**src/brent_line_minimizer_unit_defines.svh**
```systemverilog
// Assertion macros for the Brent line minimizer unit.
// Expects clk and rst_n in the scope of use.
`ifndef BRENT_LINE_MINIMIZER_UNIT_DEFINES_SVH
`define BRENT_LINE_MINIMIZER_UNIT_DEFINES_SVH

// Same-cycle implication, disabled during reset.
`define BLM_ASSERT_IMP(lbl, ante, cons, msg) \
  lbl: assert property (@(posedge clk) disable iff (!rst_n) (ante) |-> (cons)) \
    else $error(msg);

// Next-cycle implication, disabled during reset.
`define BLM_ASSERT_NEXT(lbl, ante, cons, msg) \
  lbl: assert property (@(posedge clk) disable iff (!rst_n) (ante) |=> (cons)) \
    else $error(msg);

`endif

```
**src/blm_pkg.sv**
```systemverilog
// Shared types, constants and saturating fixed-point helpers for the
// Brent line minimizer. No dependencies.
package blm_pkg;

  localparam int VW = 32;
  localparam int FB = 16;

  localparam logic signed [VW-1:0] VMAX = 32'sh7FFF_FFFF;
  localparam logic signed [VW-1:0] VMIN = 32'sh8000_0000;
  localparam logic [63:0] LIM64 = 64'h0000_0000_7FFF_FFFF;
  localparam logic [VW-1:0] GOLDEN = 32'h61C8_8647;
  localparam int DIV_BITS = VW + FB;

  localparam logic [1:0] CFG_ABS_TOL    = 2'd0;
  localparam logic [1:0] CFG_REL_TOL    = 2'd1;
  localparam logic [1:0] CFG_ITER_LIMIT = 2'd2;

  typedef enum logic [1:0] {
    KIND_PROBE   = 2'd0,
    KIND_DONE    = 2'd1,
    KIND_LIMIT   = 2'd2,
    KIND_IGNORED = 2'd3
  } kind_t;

  typedef enum logic [5:0] {
    OP_NOP, OP_CAPTURE, OP_ST_ORDER, OP_ST_MUL, OP_ST_SET, OP_LD_FIRST, OP_ABSORB,
    OP_PL0, OP_PL1, OP_PL2, OP_R_MUL, OP_R_SET, OP_Q_MUL, OP_Q_SET, OP_PA_MUL,
    OP_PA_SET, OP_PB_MUL, OP_PB_SET, OP_Q_DBL, OP_SIGN, OP_TA_MUL, OP_TA_SET,
    OP_TB_MUL, OP_TB_SET, OP_TC_MUL, OP_TC_SET, OP_DIV_START, OP_DIV_STEP,
    OP_E_SET, OP_U_TRY, OP_U_FIX, OP_G_D, OP_G_MUL, OP_G_E, OP_FINAL
  } op_t;

  typedef struct packed {
    op_t   op;
    logic  load_out;
    kind_t kind;
  } dp_cmd_t;

  typedef struct packed {
    logic lim_hit;
    logic conv;
    logic d_big;
    logic p_accept;
    logic div_done;
  } dp_stat_t;

  function automatic logic signed [VW-1:0] sat_add(logic signed [VW-1:0] a,
                                                   logic signed [VW-1:0] b);
    logic signed [VW:0] s;
    s = {a[VW-1], a} + {b[VW-1], b};
    if (s[VW] != s[VW-1]) return s[VW] ? VMIN : VMAX;
    return s[VW-1:0];
  endfunction

  function automatic logic signed [VW-1:0] sat_sub(logic signed [VW-1:0] a,
                                                   logic signed [VW-1:0] b);
    logic signed [VW:0] s;
    s = {a[VW-1], a} - {b[VW-1], b};
    if (s[VW] != s[VW-1]) return s[VW] ? VMIN : VMAX;
    return s[VW-1:0];
  endfunction

  function automatic logic [VW-1:0] mag32(logic signed [VW-1:0] a);
    return a[VW-1] ? VW'(-a) : VW'(a);
  endfunction

  // Signed value from sign and magnitude, saturated.
  function automatic logic signed [VW-1:0] from_mag(logic neg, logic [63:0] m);
    if (m > LIM64) return neg ? VMIN : VMAX;
    if (neg) return -$signed(m[VW-1:0]);
    return $signed(m[VW-1:0]);
  endfunction

endpackage

```
**src/blm_ctrl.sv**
```systemverilog
// Controller of the Brent line minimizer: sequences datapath operations
// and owns the handshakes and search phase. Uses blm_pkg.
module blm_ctrl import blm_pkg::*; (
  input  logic     clk,
  input  logic     rst_n,
  input  logic     in_valid,
  output logic     in_ready,
  input  logic     in_cmd,
  output logic     out_valid,
  input  logic     out_ready,
  input  dp_stat_t stat,
  output dp_cmd_t  cmd
);

  localparam int NS = 37;

  typedef enum logic [NS-1:0] {
    S_WAIT     = NS'(1) << 0,  S_ORDER   = NS'(1) << 1,  S_ST_MUL  = NS'(1) << 2,
    S_ST_SET   = NS'(1) << 3,  S_LD_FIRST = NS'(1) << 4, S_ABSORB  = NS'(1) << 5,
    S_PL0      = NS'(1) << 6,  S_PL1     = NS'(1) << 7,  S_PL2     = NS'(1) << 8,
    S_PCHK     = NS'(1) << 9,  S_R_MUL   = NS'(1) << 10, S_R_SET   = NS'(1) << 11,
    S_Q_MUL    = NS'(1) << 12, S_Q_SET   = NS'(1) << 13, S_PA_MUL  = NS'(1) << 14,
    S_PA_SET   = NS'(1) << 15, S_PB_MUL  = NS'(1) << 16, S_PB_SET  = NS'(1) << 17,
    S_Q_DBL    = NS'(1) << 18, S_SIGN    = NS'(1) << 19, S_TA_MUL  = NS'(1) << 20,
    S_TA_SET   = NS'(1) << 21, S_TB_MUL  = NS'(1) << 22, S_TB_SET  = NS'(1) << 23,
    S_TC_MUL   = NS'(1) << 24, S_TC_SET  = NS'(1) << 25, S_PTEST   = NS'(1) << 26,
    S_DIV_START = NS'(1) << 27, S_DIV_RUN = NS'(1) << 28, S_E_SET  = NS'(1) << 29,
    S_U_TRY    = NS'(1) << 30, S_U_FIX   = NS'(1) << 31, S_G_D     = NS'(1) << 32,
    S_G_MUL    = NS'(1) << 33, S_G_E     = NS'(1) << 34, S_FINAL   = NS'(1) << 35,
    S_EMIT     = NS'(1) << 36
  } state_t;

  typedef enum logic [2:0] {
    PH_IDLE  = 3'b001,
    PH_FIRST = 3'b010,
    PH_PROBE = 3'b100
  } phase_t;

  state_t state_r, state_nxt;
  phase_t phase_r, phase_nxt;
  kind_t  kind_r, kind_nxt;
  logic   out_valid_r, out_valid_nxt;

  always_comb begin
    state_nxt = state_r;
    phase_nxt = phase_r;
    kind_nxt  = kind_r;
    cmd.op    = OP_NOP;
    cmd.load_out = 1'b0;
    cmd.kind  = kind_r;
    in_ready  = 1'b0;
    unique case (state_r)
      S_WAIT: begin
        in_ready = 1'b1;
        if (in_valid) begin
          cmd.op = OP_CAPTURE;
          if (!in_cmd) state_nxt = S_ORDER;
          else begin
            unique case (phase_r)
              PH_FIRST: state_nxt = S_LD_FIRST;
              PH_PROBE: state_nxt = S_ABSORB;
              default: begin
                kind_nxt  = KIND_IGNORED;
                state_nxt = S_EMIT;
              end
            endcase
          end
        end
      end
      S_ORDER:  begin cmd.op = OP_ST_ORDER; state_nxt = S_ST_MUL; end
      S_ST_MUL: begin cmd.op = OP_ST_MUL;   state_nxt = S_ST_SET; end
      S_ST_SET: begin
        cmd.op = OP_ST_SET;
        phase_nxt = PH_FIRST;
        kind_nxt = KIND_PROBE;
        state_nxt = S_EMIT;
      end
      S_LD_FIRST: begin cmd.op = OP_LD_FIRST; state_nxt = S_PL0; end
      S_ABSORB:   begin cmd.op = OP_ABSORB;   state_nxt = S_PL0; end
      S_PL0: begin
        // iteration limit is checked before anything else
        if (stat.lim_hit) begin
          phase_nxt = PH_IDLE;
          kind_nxt = KIND_LIMIT;
          state_nxt = S_EMIT;
        end else begin
          cmd.op = OP_PL0;
          state_nxt = S_PL1;
        end
      end
      S_PL1: begin cmd.op = OP_PL1; state_nxt = S_PL2; end
      S_PL2: begin cmd.op = OP_PL2; state_nxt = S_PCHK; end
      S_PCHK: begin
        if (stat.conv) begin
          phase_nxt = PH_IDLE;
          kind_nxt = KIND_DONE;
          state_nxt = S_EMIT;
        end else if (stat.d_big) state_nxt = S_R_MUL;
        else state_nxt = S_G_D;
      end
      S_R_MUL:  begin cmd.op = OP_R_MUL;  state_nxt = S_R_SET;  end
      S_R_SET:  begin cmd.op = OP_R_SET;  state_nxt = S_Q_MUL;  end
      S_Q_MUL:  begin cmd.op = OP_Q_MUL;  state_nxt = S_Q_SET;  end
      S_Q_SET:  begin cmd.op = OP_Q_SET;  state_nxt = S_PA_MUL; end
      S_PA_MUL: begin cmd.op = OP_PA_MUL; state_nxt = S_PA_SET; end
      S_PA_SET: begin cmd.op = OP_PA_SET; state_nxt = S_PB_MUL; end
      S_PB_MUL: begin cmd.op = OP_PB_MUL; state_nxt = S_PB_SET; end
      S_PB_SET: begin cmd.op = OP_PB_SET; state_nxt = S_Q_DBL;  end
      S_Q_DBL:  begin cmd.op = OP_Q_DBL;  state_nxt = S_SIGN;   end
      S_SIGN:   begin cmd.op = OP_SIGN;   state_nxt = S_TA_MUL; end
      S_TA_MUL: begin cmd.op = OP_TA_MUL; state_nxt = S_TA_SET; end
      S_TA_SET: begin cmd.op = OP_TA_SET; state_nxt = S_TB_MUL; end
      S_TB_MUL: begin cmd.op = OP_TB_MUL; state_nxt = S_TB_SET; end
      S_TB_SET: begin cmd.op = OP_TB_SET; state_nxt = S_TC_MUL; end
      S_TC_MUL: begin cmd.op = OP_TC_MUL; state_nxt = S_TC_SET; end
      S_TC_SET: begin cmd.op = OP_TC_SET; state_nxt = S_PTEST;  end
      S_PTEST:  state_nxt = stat.p_accept ? S_DIV_START : S_G_D;
      S_DIV_START: begin cmd.op = OP_DIV_START; state_nxt = S_DIV_RUN; end
      S_DIV_RUN: begin
        if (stat.div_done) state_nxt = S_E_SET;
        else cmd.op = OP_DIV_STEP;
      end
      S_E_SET: begin cmd.op = OP_E_SET; state_nxt = S_U_TRY; end
      S_U_TRY: begin cmd.op = OP_U_TRY; state_nxt = S_U_FIX; end
      S_U_FIX: begin cmd.op = OP_U_FIX; state_nxt = S_FINAL; end
      S_G_D:   begin cmd.op = OP_G_D;   state_nxt = S_G_MUL; end
      S_G_MUL: begin cmd.op = OP_G_MUL; state_nxt = S_G_E;   end
      S_G_E:   begin cmd.op = OP_G_E;   state_nxt = S_FINAL; end
      S_FINAL: begin
        cmd.op = OP_FINAL;
        phase_nxt = PH_PROBE;
        kind_nxt = KIND_PROBE;
        state_nxt = S_EMIT;
      end
      S_EMIT: begin
        if (!out_valid_r || out_ready) begin
          cmd.load_out = 1'b1;
          state_nxt = S_WAIT;
        end
      end
      default: state_nxt = S_WAIT;
    endcase
    out_valid_nxt = (out_valid_r && !out_ready) || cmd.load_out;
  end

  always_ff @(posedge clk) begin
    if (!rst_n) begin
      state_r     <= S_WAIT;
      phase_r     <= PH_IDLE;
      kind_r      <= KIND_PROBE;
      out_valid_r <= 1'b0;
    end else begin
      state_r     <= state_nxt;
      phase_r     <= phase_nxt;
      kind_r      <= kind_nxt;
      out_valid_r <= out_valid_nxt;
    end
  end

  assign out_valid = out_valid_r;

endmodule

```
**config.mk**
```make
export PLATFORM = sky130hd
export DESIGN_NAME = blm_ctrl
export DESIGN_NICKNAME = d
export VERILOG_FILES = /design/src/brent_line_minimizer_unit_defines.svh /design/src/blm_pkg.sv /design/src/blm_ctrl.sv
export SDC_FILE = /design/constraint.sdc
export NUM_CORES = 1
export LEC_CHECK = 0
export BUFFER_PORTS_ARGS = -buffer_cell sky130_fd_sc_hd__buf_2
export CAP_MARGIN = 20
export CORE_ASPECT_RATIO = 1.75
export CORE_UTILIZATION = 49
export CTS_BUF_LIST = sky130_fd_sc_hd__clkbuf_16
export CTS_CLUSTER_SIZE = 30
export DETAILED_ROUTE_END_ITERATION = 7
export GPL_TIMING_DRIVEN = 0
export HOLD_SLACK_MARGIN = 0.12
export PLACE_DENSITY = 0.67
export SLEW_MARGIN = 20
export SYNTH_ARGS = -nofsm -noshare
export SYNTH_HDL_FRONTEND = slang
export SYNTH_SLANG_ARGS = --single-unit
```
**constraint.sdc**
```tcl
create_clock -name clk -period 3.14 [get_ports clk]
set_clock_uncertainty 0.1 [all_clocks]
set_input_delay 0.628 -clock clk [delete_from_list [all_inputs] [get_ports clk]]
set_output_delay 0.628 -clock clk [all_outputs]
set_load 0.03 [all_outputs]
```
# Yosys cells after proc, flatten, opt, wreduce, memory -nomap -nowiden
# Index checks and enable logic that the tools add are counted.
totals:
  mem_bits_ro: 0
  latchBits: 0
  register_bits: 43
  mem_bits_rw: 0
  output_inout_bits: 11
  n_memories: 0
classes:
  n_mul: 0
  add_sub_neg: 0
  div: 0
  n_shift: 0
  n_bitwise: 0
  n_lt_le_gt_ge: 0
  muxes: 26
  eq_ne: 46
  reduce_logical: 14
op_table:
  columns: ["cell", "n"]
  rows:
  - ["37-bit case mux with 34 select lines", 1]
  - ["37-bit 2-to-1 mux", 6]
  - ["6-bit case mux with 34 select lines", 1]
  - ["37-bit case mux with 2 select lines", 1]
  - ["33-bit 2-to-1 mux", 2]
  - ["37-bit by 1-bit == test with 1-bit output (second input constant)", 1]
  - ["37-bit by 10-bit == test with 1-bit output (second input constant)", 1]
  - ["37-bit by 11-bit == test with 1-bit output (second input constant)", 1]
  - ["37-bit by 12-bit == test with 1-bit output (second input constant)", 1]
  - ["37-bit by 13-bit == test with 1-bit output (second input constant)", 1]
  - ["37-bit by 14-bit == test with 1-bit output (second input constant)", 1]
  - ["37-bit by 15-bit == test with 1-bit output (second input constant)", 1]
  - ["37-bit by 16-bit == test with 1-bit output (second input constant)", 1]
  - ["37-bit by 17-bit == test with 1-bit output (second input constant)", 1]
  - ["37-bit by 18-bit == test with 1-bit output (second input constant)", 1]
  - ["37-bit by 19-bit == test with 1-bit output (second input constant)", 1]
  - ["37-bit by 2-bit == test with 1-bit output (second input constant)", 1]
  - ["37-bit by 20-bit == test with 1-bit output (second input constant)", 1]
  - ["37-bit by 21-bit == test with 1-bit output (second input constant)", 1]
  - ["37-bit by 22-bit == test with 1-bit output (second input constant)", 1]
  - ["37-bit by 23-bit == test with 1-bit output (second input constant)", 1]
  - ["37-bit by 24-bit == test with 1-bit output (second input constant)", 1]
  - ["37-bit by 25-bit == test with 1-bit output (second input constant)", 1]
  - ["37-bit by 26-bit == test with 1-bit output (second input constant)", 1]
  - ["34 further kinds", 56]

# Logic depth before layout (Yosys ltp)
depth:
  ltp_word: 6
  mapped_depth: 9
  mapped_depth_nobuf: 6

# Worst setup path after synthesis
# Ideal clock, no wire load.
synth_path:
  path_kind: "reg2out"
  start: "reg state_r[24]"
  end: "out cmd[3] (netlist name)"
  arrival_ns: 2.398
  slack_ns: 0.014
  path_stages_with_launch: 7
  cell_sequence: "dfxtp_1 > nor4_4 > nand4_2 > nor4_2 > a21oi_1 > nand3_1 > or3_1"
synth_lines:
  columns: ["item", "line_no", "text"]
  rows:
  - ["start, declared", "blm_ctrl.sv:39", "state_t state_r, state_nxt;"]
  - ["start signal, assigned", "blm_ctrl.sv:153", "state_r <= state_nxt;"]
  - ["end, declared", "blm_ctrl.sv:12", "output dp_cmd_t cmd"]

==> impl_results.md <==
* Core Footprint at 0.00506 mm²
* Worst path top cell family by delay: simple AND/OR/NAND/NOR gates
* Starting Density at 51.8%
* Crit-path cells: nor4_4, nand4_1, or4_4, buf_4, nor2_1, a31oi_1, nand3_1, buf_2
* Largest cells by area after synthesis: dfxtp_1 (33%), nor4_4 (4.9%), nor3_1 (4.4%)
* Final setup fails at 1
* Status: finished, violations left
* #FFs+latches synth at 43
* Peak supply drop at 445 µV
* Startpoint types: flop
* I/O Pins at 21
* Period minus WS final at 3.19 ns
* Antenna Cells at 0
* GRT Overall Usage at 29.1%
* Peak Freq at 0.313 GHz
* CP required at 2.41 ns
* DIE AREA at 0.00566 mm²
* First-pass DRT Iterations at 6
* Biggest area consumer among synthesized cells: dfxtp_1
* Worst slew pin tran at 0.760 ns
* Largest net degree at the start of global routing at 13
* IO Port Bufs at 19
* Final Cell Area at 0.00345 mm²
* Worst Path Max Fanout at 5
* Final Slew Violations at 0
* Layout Nets at 383
* FFs w/ async S/R, synth at 0%
* Leakage power at 1.45 nW
* Failing checks: design-rule violations, negative setup slack
* Cell count after synthesis at 317
* Max cap viols at 0
* WP buf/inv at 2
* DR WL/cell at 19.3 µm
* DP Wirelength at 5410 µm
* HP Class: reg2reg
* CTS tree: built
* EDFF count, synth at 0
* First-pass GRT wire length at 12600 µm
* Power Total at 0.00133 W
* Hold Path Sink: state_r[19]$_SDFFE_PN0P_
* Hold wc startpoint: state_r[19]$_SDFFE_PN0P_
* Synth top cells by count: dfxtp_1 (43), nor2_1 (28), nor3_1 (23), nand2_1 (19), o21ai_0 (14)
* Post-synth net total at 327
* Reg2Reg Depth at 10
* Clk_lat worst skew at 0.28 ns
* Worst hold path cell count at 1
* Remaining Overflow, GRT at 0
* Main flop type after synthesis: dfxtp_1
* CP Depth at 8
* Critical path class: reg2out
* CP arrival at 2.46 ns
* Drt first-iter violations at 189
* Vias in the first global route at 2616
* Slew Limit Headroom at 49.3%
* Clock slew seen by the registers of the worst setup and hold paths at 0.06 ns
* Die H at 98.8 µm
* Clk Tree Root Cell: clkbuf_16
* CP peak stage delay at 0.59 ns
* H-tree levels at 2
* Crit path max-delay cell type: or4_4
* Area grow syn2layout at 31.6%
* GPL Wtd Cong at 0.884
* Final WL at 8240 µm
* Final Hold Vio Count at 0
* Total number of vias at 2784
* DRC at 4
* PD cells at 386 mW/mm²
* Via/cell ratio at 6.52
* Syn avg cell area at 8.27 µm²
* Synth unique cells at 51
* CP Capture Type: output port
* Share of cells above drive strength 1 at 34.0%
* Core Rows at 34
* Crit Reg-Reg Endpoint: kind_r[0]$_SDFFE_PN0P_
* Seq/Total Area, Yosys at 32.8%
* Clock buffer depth at 2
* Synth warn at 0
* R2R setup slack at 0.31 ns
* Inserted Clock Buffers at 5
* Final setup margin at -0.0520 ns
* RR Startpoint: state_r[19]$_SDFFE_PN0P_
* Tcrit/Tclk final at 102%
* Horiz. Die Dim at 57.3 µm
* Worst slack at placement at -0.385 ns
* Syn Std Cell Area at 0.00262 mm²
* Remaining antenna violation count at 0
* Dpl cell area at 0.00278 mm²
* Post-Route Utilization at 68.1%
* Clock Sinks at 43
* Dominant cell by count in the synthesized netlist: dfxtp_1
* Synth top area share at 32.8%
* Initial antenna violation count at 0
[what timing repair did]
action / CTS / global route
endpoints found under the setup margin: 7 / 6
hold buffers: 0 / 0
resized for setup: 44 / 31
buffers inserted: 22 / 16
pin swaps: 15 / 18
gates cloned: 1 / 1
[layer usage]
metal	part of all wire, %	track usage [%]	vias to the layer above	routed length, µm
met4	5.3	16.5	0	435
li1	-	-	1307	-
met5	0	0	-	0
met1	38	31.4	1315	3120
met3	5.5	4.07	33	454
met2	51	52.8	129	4240
[placed cells by master (no fill, tap or decap), drive strengths merged, types with 2 or more instances in the layout]
cell type  Yosys  routed
and4b          3       3
buf            9      61
or4            4       4
o2111ai        3       3
a31oi          3       3
dfxtp         43      43
a2bb2oi        2       2
nand2b         5       5
a32oi          2       2
o211ai         4       4
nand3         13      14
nand4b         4       4
a21oi          6       6
o21ai         14      14
o22ai          2       2
inv           12      12
and2           4       4
clkbuf         8       8
a221oi         2       2
o21a           2       2
or2            3       3
nand4         12      12
nand2         20      20
nor2b          6       6
nor3b          3       3
nor4          22      22
xnor2          6       6
and3           6       6
or3            6       6
a211oi         4       4
xor2           9       9
nor2          28      28
and4           4       4
nand3b         3       3
nor4b         11      11
nor3          23      24
clkinv         1       3
[power by group]
group | leakage (nW) | internal, W | total, W | switching [W]
clock network | 0.0671 | 0.000286 | 0.000492 | 0.000206
logic | 1.03 | 0.000108 | 0.000276 | 0.000168
registers | 0.362 | 0.000550 | 0.000563 | 0.0000139
total | 1.45 | 0.000944 | 0.00133 | 0.000388
[area by class of cell]
class	instances	area (µm²)
sequential	43	910
clock inverter	2	8.76
clock buffer	5	125
inverter	13	48.8
buffer	7	50.0
multi-input combinational	246	1840
fill	421	1610
timing repair buffer	57	399
tap	54	67.6
[through the flow]
step                      setup TNS (ns)  cells  hold slack, ns
final                            -0.0520    427           0.358
after global routing             -0.0919    427           0.372
after CTS                       -0.00342    413           0.358
after detailed placement           -1.30    390           0.346
after global placement             -1.38    390           0.340
after floorplan                        0    317           0.347
[sequential cells by signal (all words and copies together), names as in the netlist]
signal / count
state_r: 37
phase_r: 3
kind_r: 2
out_valid: 1
[worst max path at each step]
| stage | to | startpoint |
|---|---|---|
| finish | cmd[5] | state_r[2]$_SDFFE_PN0P_ |
| global route | cmd[5] | state_r[2]$_SDFFE_PN0P_ |
| CTS | cmd[4] | state_r[18]$_SDFFE_PN0P_ |
| detailed placement | cmd[4] | state_r[19]$_SDFFE_PN0P_ |
| global placement | cmd[4] | state_r[19]$_SDFFE_PN0P_ |
| floorplan | cmd[3] | state_r[24]$_SDFFE_PN0P_ |
[logic make-up (layout without fill, tap and decap cells)]
group           after synthesis  in the layout  share of synthesized area [%]
buf+inv                      30             84                           4.92
simple gates                180            182                           44.5
xor+xnor                     15             15                           5.01
compound gates               49             49                           12.7
flops                        43             43                           32.8
(Power assumes the default switching activity.)
